[config.mk]
export PLATFORM = sky130hd
export DESIGN_NAME = grc_cell
export DESIGN_NICKNAME = d
export VERILOG_FILES = /design/src/sv/grc_pkg.sv /design/src/sv/grc_cell.sv
export SDC_FILE = /design/constraint.sdc
export NUM_CORES = 2
export LEC_CHECK = 0
export ABC_CLOCK_PERIOD_IN_PS = 20600
export BUFFER_PORTS_ARGS = -buffer_cell sky130_fd_sc_hd__buf_2
export CELL_PAD_IN_SITES_DETAIL_PLACEMENT = 0
export CELL_PAD_IN_SITES_GLOBAL_PLACEMENT = 1
export CORE_ASPECT_RATIO = 0.7
export CORE_MARGIN = 4
export CORE_UTILIZATION = 47
export DETAILED_ROUTE_END_ITERATION = 8
export MAX_ROUTING_LAYER = met4
export PLACE_DENSITY_LB_ADDON = 0.05
export SYNTH_ARGS = -nofsm -noshare
export SYNTH_HDL_FRONTEND = slang
export SYNTH_SLANG_ARGS = --single-unit
[constraint.sdc]
create_clock -name clk -period 20.6 [get_ports clk]
set_input_delay 0 -clock clk [delete_from_list [all_inputs] [get_ports clk]]
set_output_delay 0 -clock clk [all_outputs]
set_load 0.01 [all_outputs]
[src/sv/grc_pkg.sv]
// Shared widths, payload structs and constants of the Givens rotation core.
package grc_pkg;

	localparam int DATA_WIDTH     = 24;
	localparam int COEF_FRAC_BITS = 30;

	localparam int NORM_W  = DATA_WIDTH + 1;
	localparam int COEF_W  = COEF_FRAC_BITS + 2;
	localparam int S_W     = 2 * DATA_WIDTH;
	localparam int ROOT_W  = (COEF_W > DATA_WIDTH + 2) ? COEF_W : DATA_WIDTH + 2;
	localparam int IDX_W   = $clog2(ROOT_W);
	localparam int PROD_W  = S_W + ROOT_W;
	localparam int RES_W   = S_W + 2 * ROOT_W + 1;
	localparam int FRONT_STAGES = 3;
	localparam int PIPE_STAGES  = FRONT_STAGES + ROOT_W;

	localparam int IN_W   = 2 * DATA_WIDTH;
	localparam int IN_TW  = ((IN_W + 7) / 8) * 8;
	localparam int OUT_W  = NORM_W + 2 * COEF_W;
	localparam int OUT_TW = ((OUT_W + 7) / 8) * 8;

	localparam logic [COEF_W-1:0] COEF_ONE = COEF_W'(1) << COEF_FRAC_BITS;

	// One square-root lane: find the largest root with base * root^2 <= target.
	typedef struct packed {
		logic [S_W-1:0]    base;
		logic [RES_W-1:0]  rem;
		logic [PROD_W-1:0] prod;
		logic [ROOT_W-1:0] root;
	} lane_t;

	typedef struct packed {
		lane_t nrm;
		lane_t cy;
		lane_t sz;
	} lane_set_t;

	// Per-request flags and the raw first value for the trivial case.
	typedef struct packed {
		logic                  zero;
		logic                  yneg;
		logic                  zneg;
		logic [DATA_WIDTH-1:0] y;
	} side_t;

endpackage

[src/sv/grc_cell.sv]
// One bit cell of the root chain: decides one root bit and passes the lane on.
module grc_cell import grc_pkg::*; (
	input  logic             clk,
	input  logic             en,
	input  logic [IDX_W-1:0] bit_pos,
	input  lane_t            d,
	output lane_t            q
);

	logic [RES_W-1:0] base_x;
	logic [RES_W-1:0] prod_x;
	logic [RES_W-1:0] inc;
	logic             take;
	lane_t            nxt;
	lane_t            cell_q;

	// Growth of base * root^2 when this bit is set: base*(2*root*2^b + 2^2b).
	always_comb begin
		base_x = RES_W'(d.base) << {bit_pos, 1'b0};
		prod_x = (RES_W'(d.prod) << bit_pos) << 1;
		inc    = base_x + prod_x;
		take   = (inc <= d.rem);
		nxt    = d;
		if (take) begin
			nxt.rem  = d.rem - inc;
			nxt.root = d.root | (ROOT_W'(1) << bit_pos);
			nxt.prod = d.prod + (PROD_W'(d.base) << bit_pos);
		end
	end

	always_ff @(posedge clk) begin
		if (en) begin
			cell_q <= nxt;
		end
	end

	assign q = cell_q;

endmodule

; Word level (Yosys, flattened, before mapping)
; Cells that the tools add are included.
[word_totals]
ff_bits = 273
in_bits = 280
elab_cells = 14
[classes]
n_addsub = 3
magnitude_cmp = 1
n_shift = 4
n_mux = 1
bitwise_logic = 1
[op_table]
columns = operator, n
row1 = $mux 225, 1
row2 = $add 113x113->113, 1
row3 = $le 113x113->1, 1
row4 = $shl 48x6->113, 1
row5 = $sub 113x113->113, 1
row6 = $shl 80x5->112, 1
row7 = $add 80x80->80, 1
row8 = $shl 48x5->80, 1
row9 = $or 32x32->32, 1
row10 = $shl 1x5->32 const A, 1

; Longest topological paths before layout
[logic_depth]
word_depth = 4
depth_mapped = 41

; Worst setup path before layout
; Ideal clock, no wire load.
[synth_timing]
path_type = input to register
start = input bit_pos[0]
end = register cell_q, in the netlist q[31] (data pin)
setup_ns = 0.255
arrival_time_ns = 7.223
slack_ns = 13.121
path_stages = 37
n_path_buf = 9
cell_sequence = clkbuf_1 -> clkbuf_1 -> buf_1 -> mux4_2 -> mux2i_1 -> nand2_1 -> o21ai_0 -> mux2i_1 -> ha_1 -> clkbuf_1 -> a21oi_1 -> o21ai_0 -> a21oi_1 -> o21ai_0 -> a221o_1 -> a221o_1 -> a31oi_2 -> o41ai_4 -> a21oi_1 -> o21ba_1 -> xnor2_1 -> ha_1 -> buf_2 -> and3_1 -> clkbuf_1 -> nand2_1 -> nor2_1 -> and3_1 -> a41oi_1 -> o21ai_0 -> a21o_1 -> a221o_1 -> or2_1 -> buf_4 -> buf_8 -> buf_6 -> a31o_1
[synth_lines]
columns = element, line
row1 = from (decl), grc_cell.sv:5  ; input logic [IDX_W-1:0] bit_pos,
row2 = to (signal assigned), grc_cell.sv:33  ; cell_q <= nxt;
row3 = to (decl), grc_cell.sv:15  ; lane_t cell_q;

==> run_results.csv <==
group,metric,value,unit
yosys,syn_avg_cell_area,7.543,um^2
setup_path,cp_slowest_stage_delay,1.02,ns
floorplanning,coreArea,82470,um^2
sta,tns,0,ns
cts,clockBufferDepth,3,
status,outcome,"finished, final reports clean",
route,drc,0,
route,vias,44700,
floorplanning,start_util,0.4744,
setup_path,cpLargestDelayFamily,"compound AO/OA/AOI/OAI gates",
cells_and_area,largest_reg_flops,273,
sta,slew_headroom,0.1237,
global_routing,grtUsageTotal,0.4223,
cts,cts_resized,0,
sta,rsz0062_at_grt,"false",
setup_path,crit_required,20.92,ns
yosys,ys_seq_area_frac,0.2096,
floorplanning,fp.dieH,249.4,um
floorplanning,die-area,87990,um^2
floorplanning,ioPinCount,553,
yosys,synth.top_cell.area_share,0.2096,
setup_path,crit_buf_inv,4,
sta,slew_violations,0,
global_routing,first_global_vias,40690,
route,first_pass_iters,8,
flow_run,cap_viol_max_count,0,
setup_path,arrival,11.84,ns
power,power.density,89.34,nW/um^2
cts,cts-buffers-inserted,28,
sta,period_share,0.5591,
yosys,synth_fp_nets,5770,
cells_and_area,nets,6321,
yosys,synth_flop_cell,"edfxtp_1",
yosys,syn_area,39120,um^2
yosys,ys_top_cells_by_count,"nor2_1 (712), a21oi_1 (641), nand2_1 (591)",
setup_path,crit_type,"in2reg",
route,antenna_left,0,
cts,cts_tree,"built",
cts,cts_setup_buffers,0,
global_routing,grt.overflow.total,0,
global_routing,grt_max_degree,142,
cells_and_area,finalInstanceArea,45690,um^2
yosys,ys_ff_latch,273,
cts,clk_pin_slew,0.06,ns
cells_and_area,syn_to_final_growth,16.79,%
floorplanning,core.rowCount,88,
place,pre_cts_slack,8.946,ns
place,dpl_cell_area,42060,um^2
global_routing,antenna_found_initial,14,
yosys,yosys.area.top_type,"edfxtp_1",
cts,clock_sinks,273,
yosys,yosysWarnings,0,
sta,max_freq,86.83,MHz
yosys,netlist_top_cells_area,"edfxtp_1 (21%), ha_1 (9.6%), a21oi_1 (8.2%), nor2_1 (6.8%), mux2i_1 (6.5%)",
sta,worst_slack,9.083,ns
sta,tightestPinTransition,1.311,ns
cts,ctsRootBufferMaster,"clkbuf_16",
global_routing,grt_first_pass_wirelength,274400,um
yosys,synth_edf_count,273,
sta,hold_slack,0.07730,ns
sta,fin_crit,11.52,ns
power,p_leak,0.01966,uW
sta,final-setup-viol-count,0,
cells_and_area,drive_above_1_share,0.1348,
route,routed_wl,191000,um
cells_and_area,n_fill_cell,7885,
yosys,yosysUniqueCellTypes,93,
setup_path,slowest_stage,"o21ai_0",
yosys,async_reset_ff_frac,0,
yosys,synth_most_common_cell,"nor2_1",
sta,hold_viol_final,0,
place,dp_hpwl,154400,um
min_path,holdCritPathClass,"in2reg",
yosys,synthCells,5186,
route,drt-vias-per-instance,6.526,
setup_path,cp_max_fo,101,
floorplanning,chipWidth,352.8,um
setup_path,cp-start-kind,"input pin",
route,post_drt_wl_per_cell,27.88,um
cts,cts_max_level,1,
place,port_buffers,552,
power,vdd_drop_max,0.00006974,V
route,drt_iter0_drc,6762,
setup_path,endpoint_kind,"register",
place,place.gp.congestion,1.115,
==> worst paths after layout <==
check / start / endpoint / slack [ns] / depth (start not counted)
setup / recovery: bit_pos[1] / q[108] / 9.08 / 32
hold / removal: d[91] / q[91] / 0.08 / 3
==> cell type report <==
| cell class | instances | area, um^2 | area share |
|---|---|---|---|
| Timing Repair Buffer | 857 | 5767 | 0.1262 |
| Clock buffer | 34 | 744.5 | 0.01629 |
| Clock inverter | 17 | 136.4 | 0.002985 |
| Tap cell | 1080 | 1351 | 0.02958 |
| Inverter | 95 | 362.8 | 0.007942 |
| Sequential cell | 273 | 8198 | 0.1794 |
| Antenna cell | 11 | 27.53 | 0.0006025 |
| Multi-Input combinational cell | 4482 | 29100 | 0.6370 |
==> metal layers <==
| layer | track usage | share of wire |
|---|---|---|
| met3 | 0.1736 | 0.16 |
| met2 | 0.5496 | 0.38 |
| met4 | 0.07646 | 0.024 |
| met5 | - | 0 |
| met1 | 0.6079 | 0.44 |
==> kinds of logic after synthesis <==
family	share of synthesized area
AO/OA/AOI/OAI	0.2695
XOR/XNOR	0.06403
adder cells (fa/ha/maj)	0.09781
buffers and inverters	0.04689
flip-flops	0.2096
multiplexers	0.1102
AND/OR/NAND/NOR	0.2020
==> placed cells by master (no fill, tap or decap), types with 74 or more instances in the layout <==
cell	Yosys	layout
nor2_1	712	712
dlygate4sd3_1	0	272
inv_1	94	91
buf_2	56	546
nand4_1	127	127
nor3_1	74	74
mux2i_1	254	254
nand2_1	591	591
edfxtp_1	273	273
o21ai_0	430	430
xor2_1	127	127
ha_1	301	301
a21o_1	182	182
xnor2_1	159	159
a21oi_1	641	641
o21bai_1	89	89
==> repair_timing <==
item                                    4_1_cts  5_1_grt
hold buffers                                272        0
endpoints found under the hold margin       335        0
endpoints found under the setup margin        0        0
==> where the power goes <==
part	internal [uW]	leakage, uW	switching, uW
combinational	945	0.0166	1810
clock	270	0.000425	243
sequential	786	0.00268	30.7
==> per-stage QoR <==
stage                 util  power [uW]  std cells
detailed placement  0.5100        3415       6515
CTS                 0.5537        3978       6838
floorplan                -        2569       5186
global placement    0.5100        3425       6515
finish              0.5540        4082       6849
global route        0.5540        4294       6847
No activity file was read; power rests on OpenSTA's default activity.
