===== config.mk =====
export PLATFORM = sky130hd
export DESIGN_NAME = grc_front
export DESIGN_NICKNAME = d
export VERILOG_FILES = /design/src/sv/grc_pkg.sv /design/src/sv/grc_front.sv
export SDC_FILE = /design/constraint.sdc
export NUM_CORES = 2
export LEC_CHECK = 0
export BUFFER_PORTS_ARGS = -buffer_cell sky130_fd_sc_hd__buf_2
export CAP_MARGIN = 20
export CELL_PAD_IN_SITES_DETAIL_PLACEMENT = 0
export CELL_PAD_IN_SITES_GLOBAL_PLACEMENT = 2
export CORE_ASPECT_RATIO = 0.75
export CORE_MARGIN = 2
export CORE_UTILIZATION = 40
export DETAILED_ROUTE_END_ITERATION = 8
export GPL_TIMING_DRIVEN = 0
export PLACE_DENSITY_LB_ADDON = 0.1
export SYNTH_ARGS = -nofsm -noshare
export SYNTH_HDL_FRONTEND = slang
export SYNTH_SLANG_ARGS = --single-unit

===== constraint.sdc =====
create_clock -name clk -period 18.52 [get_ports clk]
set_input_delay 1.852 -clock clk [delete_from_list [all_inputs] [get_ports clk]]
set_output_delay 1.852 -clock clk [all_outputs]
set_load 0.1 [all_outputs]

===== src/sv/grc_pkg.sv =====
// Shared widths, payload structs and constants of the Givens rotation core.
package grc_pkg;

	localparam int DATA_WIDTH     = 24;
	localparam int COEF_FRAC_BITS = 30;

	localparam int NORM_W  = DATA_WIDTH + 1;
	localparam int COEF_W  = COEF_FRAC_BITS + 2;
	localparam int S_W     = 2 * DATA_WIDTH;
	localparam int ROOT_W  = (COEF_W > DATA_WIDTH + 2) ? COEF_W : DATA_WIDTH + 2;
	localparam int IDX_W   = $clog2(ROOT_W);
	localparam int PROD_W  = S_W + ROOT_W;
	localparam int RES_W   = S_W + 2 * ROOT_W + 1;
	localparam int FRONT_STAGES = 3;
	localparam int PIPE_STAGES  = FRONT_STAGES + ROOT_W;

	localparam int IN_W   = 2 * DATA_WIDTH;
	localparam int IN_TW  = ((IN_W + 7) / 8) * 8;
	localparam int OUT_W  = NORM_W + 2 * COEF_W;
	localparam int OUT_TW = ((OUT_W + 7) / 8) * 8;

	localparam logic [COEF_W-1:0] COEF_ONE = COEF_W'(1) << COEF_FRAC_BITS;

	// One square-root lane: find the largest root with base * root^2 <= target.
	typedef struct packed {
		logic [S_W-1:0]    base;
		logic [RES_W-1:0]  rem;
		logic [PROD_W-1:0] prod;
		logic [ROOT_W-1:0] root;
	} lane_t;

	typedef struct packed {
		lane_t nrm;
		lane_t cy;
		lane_t sz;
	} lane_set_t;

	// Per-request flags and the raw first value for the trivial case.
	typedef struct packed {
		logic                  zero;
		logic                  yneg;
		logic                  zneg;
		logic [DATA_WIDTH-1:0] y;
	} side_t;

endpackage


===== src/sv/grc_front.sv =====
// Front stages: magnitudes, squares, sum of squares and lane targets.
module grc_front import grc_pkg::*; (
	input  logic                  clk,
	input  logic                  en,
	input  logic [DATA_WIDTH-1:0] y,
	input  logic [DATA_WIDTH-1:0] z,
	output side_t                 side,
	output lane_set_t             lanes
);

	logic [DATA_WIDTH-1:0] ymag_s1, zmag_s1;
	side_t                 side_s1, side_s2, side_s3;
	logic [S_W-1:0]        sqy_s2, sqz_s2;
	lane_set_t             lanes_s3;
	logic [S_W-1:0]        sum;
	lane_set_t             init;

	// Stage 1: sign flags and magnitudes.
	always_ff @(posedge clk) begin
		if (en) begin
			ymag_s1      <= y[DATA_WIDTH-1] ? (~y + 1'b1) : y;
			zmag_s1      <= z[DATA_WIDTH-1] ? (~z + 1'b1) : z;
			side_s1.zero <= (z == '0);
			side_s1.yneg <= y[DATA_WIDTH-1];
			side_s1.zneg <= z[DATA_WIDTH-1];
			side_s1.y    <= y;
		end
	end

	// Stage 2: squares of the magnitudes.
	always_ff @(posedge clk) begin
		if (en) begin
			sqy_s2  <= S_W'(ymag_s1) * S_W'(ymag_s1);
			sqz_s2  <= S_W'(zmag_s1) * S_W'(zmag_s1);
			side_s2 <= side_s1;
		end
	end

	// Stage 3: the norm lane searches sqrt(4S), the coefficient lanes
	// search sqrt(mag^2 * 2^(2F+2) / S).
	always_comb begin
		sum           = sqy_s2 + sqz_s2;
		init.nrm.base = S_W'(1);
		init.nrm.rem  = RES_W'(sum) << 2;
		init.nrm.prod = '0;
		init.nrm.root = '0;
		init.cy.base  = sum;
		init.cy.rem   = RES_W'(sqy_s2) << (2 * COEF_FRAC_BITS + 2);
		init.cy.prod  = '0;
		init.cy.root  = '0;
		init.sz.base  = sum;
		init.sz.rem   = RES_W'(sqz_s2) << (2 * COEF_FRAC_BITS + 2);
		init.sz.prod  = '0;
		init.sz.root  = '0;
	end

	always_ff @(posedge clk) begin
		if (en) begin
			lanes_s3 <= init;
			side_s3  <= side_s2;
		end
	end

	assign side  = side_s3;
	assign lanes = lanes_s3;

endmodule


# Word level (Yosys, flattened, before mapping)
# Cells that the tools add are included.
# word_totals
elab_cells	31
in_bits	50
out_inout_bits	846
register_bits	369
# op_classes
multipliers	2
add_sub_neg	3
n_reduce_logical	1
muxes	2
bitwise	2
# op_table
op	n
24-bit by 24-bit multiplier with 48-bit output	2
24-bit by 1-bit adder with 24-bit output, second input constant	2
48-bit adder	1
24-bit inverter	2
23-bit 2-to-1 mux	2
24-bit logical NOT	1

# Longest topological paths before layout
# depth
word_depth	3
depth_mapped	28
ltp_nobuf	27

# Worst setup path before layout
# No wires, ideal clock.
# synth_timing
path_type	register to register
startpoint	register ymag_s1[18]
endpoint	register sqy_s2[42], data pin
arrival_time_ns	6.892
t_required_ns	18.242
path_buffers	2
synth_period_minus_slack_ns	7.170
stages_incl_launch_ff	27
slack_ns	11.350
setup_time_ns	0.278
cell_sequence	edfxtp_1 -> clkbuf_1 -> clkbuf_1 -> nand2_1 -> fa_1 -> inv_1 -> fa_1 -> inv_1 -> fa_1 -> fa_1 -> inv_1 -> fa_1 -> fa_1 -> inv_1 -> fa_1 -> inv_1 -> ha_1 -> a21o_1 -> a21oi_1 -> o21bai_1 -> a211oi_1 -> o31ai_1 -> a221oi_1 -> nand2_1 -> a221o_1 -> a2111oi_0 -> a311oi_1
# synth_via
elab_chain_cells	1
# synth_lines
item	line_no	source
from (decl)	grc_front.sv:11	logic [DATA_WIDTH-1:0] ymag_s1, zmag_s1;
from (signal assigned)	grc_front.sv:21	ymag_s1 <= y[DATA_WIDTH-1] ? (~y + 1'b1) : y;
24-bit by 24-bit multiplier with 48-bit output	grc_front.sv:33	sqy_s2 <= S_W'(ymag_s1) * S_W'(ymag_s1);
to (signal assigned)	grc_front.sv:33	
to (decl)	grc_front.sv:13	logic [S_W-1:0] sqy_s2, sqz_s2;
# Every way passes these cells.
# A chain may end at the register's enable or synchronous reset.

# Worst setup path in the final report
# layout_timing
startpoint	register zmag_s1[8]
endpoint	register sqz_s2[46], data pin
# layout_via
elab_chain_cells	1
# layout_lines
item	line_no	source
from (decl)	grc_front.sv:11	
from (signal assigned)	grc_front.sv:22	zmag_s1 <= z[DATA_WIDTH-1] ? (~z + 1'b1) : z;
24-bit by 24-bit multiplier with 48-bit output	grc_front.sv:34	sqz_s2 <= S_W'(zmag_s1) * S_W'(zmag_s1);
to (signal assigned)	grc_front.sv:34	
to (decl)	grc_front.sv:13	
# Every way passes these cells.

==> run_results.csv <==
group,metric,value,unit
status,status,"complete, no violations",
critical_path,cp_slowest_cell,"a21boi_0",
die,core-area,0.129,sq mm
yosys,yosys.area.top_type,"fa_1",
clocking,clk_pin_slew,0.06,ns
critical_path,cp_num_buf_inv,6,
yosys,synthCells,5113,
sta,finalSetupViolations,0,
placed_design,hpwl,122,mm
critical_path,cpMostUsedCell,"fa_1",
yosys,synth.top_cells.by_count,"1,219 x inv_1, 846 x fa_1, 679 x buf_4",
sta,max_clock_freq,0.105,GHz
clocking,cts_sinks,359,
yosys,ys_seq_area_share,20.9,%
finish,regArea,0.0108,sq mm
routing,via_count,34300,
placed_design,place.gp.congestion,0.933,
routing,avgRoutedWirePerCell,18.3,microns
clocking,clk-insertion-delay-late,0.64,ns
sta,drv_slew,0,
yosys,yosysWarnings,0,
clocking,cts_hold_buf,0,
run,maxCapViolations,0,
routing,drc,0,
critical_path,start_kind,"flip-flop",
yosys,avgSynthCellArea,10.1,sq um
die,ioPinCount,896,
sta,finalSetupTns,0,ns
yosys,synth_edf_count,359,
finish,multi_input_area,0.0329,sq mm
die,core.rowCount,114,
clocking,ctsResizeCount,0,
die,start_util,40.2,%
die,die_w,419,microns
routing,drt-total-wl,143,mm
routing,via_per_inst,4.38,
critical_path,required,18.92,ns
finish,final_nets,7352,
sta,rsz0062_at_grt,"no",
sta,fin_skew,0.0296,ns
routing,dr.pass1.iters,5,
clocking,cts_buffer_depth,3,
critical_path,critPathMaxFanout,10,
global_routing,grt_pass1_wl,215,mm
finish,n_fill_cell,12500,
routing,routed.top_layer,"met4",
routing,wl_met3,10.9,mm
die,die_y,315,microns
routing,ant_nets,0,
finish,drive_gt1_share,18.1,%
die,dieArea,0.132,sq mm
clocking,cts_tree,"done",
critical_path,cpPeakStageDelay,0.83,ns
clocking,root_buffer,"clkbuf_16",
yosys,synth_flop_cell,"edfxtp_1",
yosys,synth_area_leaders,"fa_1 33%, edfxtp_1 21%, buf_4 9.9%",
critical_path,crit_family,"adder cells",
yosys,synth_cell_type_count,78,
yosys,synth_most_common_cell,"inv_1",
yosys,ys_ff_latch,359,
yosys,yosysTopAreaCellShare,32.8,%
critical_path,cp.arrival,9.88,ns
clocking,htreeDepth,2,
finish,syn_to_final_growth,14.5,%
global_routing,grt_max_degree,120,
global_routing,grt_overflow,0,
sta,fin_hold_ws,0.410,ns
clocking,cts_setup_buffers,0,
routing,drt-initial-drc-count,2188,
global_routing,grtUsageTotal,22.0,%
global_routing,antenna_found_initial,12,
yosys,async_reset_ff_share,0,%
sta,maxSlewHeadroom,26.7,%
critical_path,worstSetupEndpointType,"flip-flop",
critical_path,critical_path_class,"flip-flop to flip-flop",
placed_design,port_buffers,314,
yosys,syn_area,0.0516,sq mm
routing,dr_wl_met2,64.0,mm
sta,worst_pin_slew,1.10,ns
routing,wirelength_met1,64.6,mm
sta,final_hold_viol_count,0,
sta,period_minus_slack,9.49,ns
clocking,cts_made_buffers,43,
sta,final.period_utilization,51.2,%
worst_hold_path,hold_path.class,"flip-flop to flip-flop",
global_routing,grt_pass1_vias,34900,
## state kept, by name, indices dropped and copies added, names as in the netlist
signal and count:
sqy_s2 46, side 26, side_s2 26, side_s1 25, lanes 141, zmag_s1 24
ymag_s1 24, sqz_s2 47
## worst paths after layout
path,startpoint,endpoint,slack (ns),depth (start not counted)
worst min register to register,side_s2[2],side[2],0.41,0
worst min-delay path,side_s2[2],side[2],0.41,0
worst max register to register,zmag_s1[8],sqz_s2[46],9.03,25
worst max-delay path,zmag_s1[8],sqz_s2[46],9.03,25
## worst register-to-register path, cell delays in order (launching register included)
cell	delay, ns
edfxtp_1	0.60
clkbuf_1	0.80
clkbuf_1	0.74
nand2_1	0.24
fa_1	0.45
fa_1	0.50
fa_1	0.50
fa_1	0.40
inv_1	0.08
fa_1	0.41
inv_1	0.09
fa_1	0.40
fa_1	0.48
inv_1	0.04
ha_1	0.26
clkbuf_1	0.25
nand4_1	0.17
nor2_1	0.11
o211ai_1	0.17
a21boi_0	0.83
o21ai_0	0.51
a31oi_1	0.45
o2bb2ai_1	0.29
a221o_1	0.24
a21oi_1	0.08
xnor2_1	0.14
## layout make-up
cell class | instances | area share, %
well taps | 1740 | 3.68
clock inverters | 32 | 0.620
diodes | 3 | 0.0127
flip-flops and latches | 359 | 18.2
multi-input cells | 3319 | 55.7
plain buffers | 794 | 9.35
repair buffers | 317 | 2.82
inverters | 1220 | 7.75
clock buffers | 46 | 1.84
## through the flow
step | util [%] | setup WS (ns) | std cells | area [sq um]
3_5_place_dp | 44.9 | 9.24 | 7749 | 57600
4_1_cts | 46.0 | 9.21 | 7827 | 59100
6_report | 46.0 | 9.03 | 7830 | 59100
5_1_grt | 46.0 | 8.72 | 7827 | 59100
2_1_floorplan | - | 11.35 | 5692 | 53800
3_3_place_gp | 44.8 | 9.27 | 7746 | 57600
## routing by layer
metal,vias up,GRT usage [%]
met1,16900,31.7
met3,135,4.00
met4,0,6.02
met2,1089,33.9
li1,16200,-
met5,-,0
## cell families after synthesis
| logic type | count (synthesis) | synth area share, % |
|---|---|---|
| buffers and inverters | 2014 | 19.6 |
| xor gates and xnor gates | 192 | 3.26 |
| AOI/OAI and AO/OA | 397 | 5.15 |
| muxes | 4 | 0.0824 |
| DFF | 359 | 20.9 |
| and+or+nand+nor | 897 | 8.50 |
| other | 2 | 0.0145 |
| adders and majority gates | 1248 | 42.5 |
## cells in the final DEF, fill, tap and decap left out, types with 135 or more instances in the layout
master,synthesis,layout
conb_1,2,581
inv_1,1219,1219
fa_1,846,846
edfxtp_1,359,359
buf_2,0,313
ha_1,402,402
buf_4,679,679
xnor2_1,135,135
nand2_1,385,385
and2_1,229,229
Power is left out: the tool's default activity adds up to more than one toggle a clock period on the data nets, which glitch-free logic cannot reach.
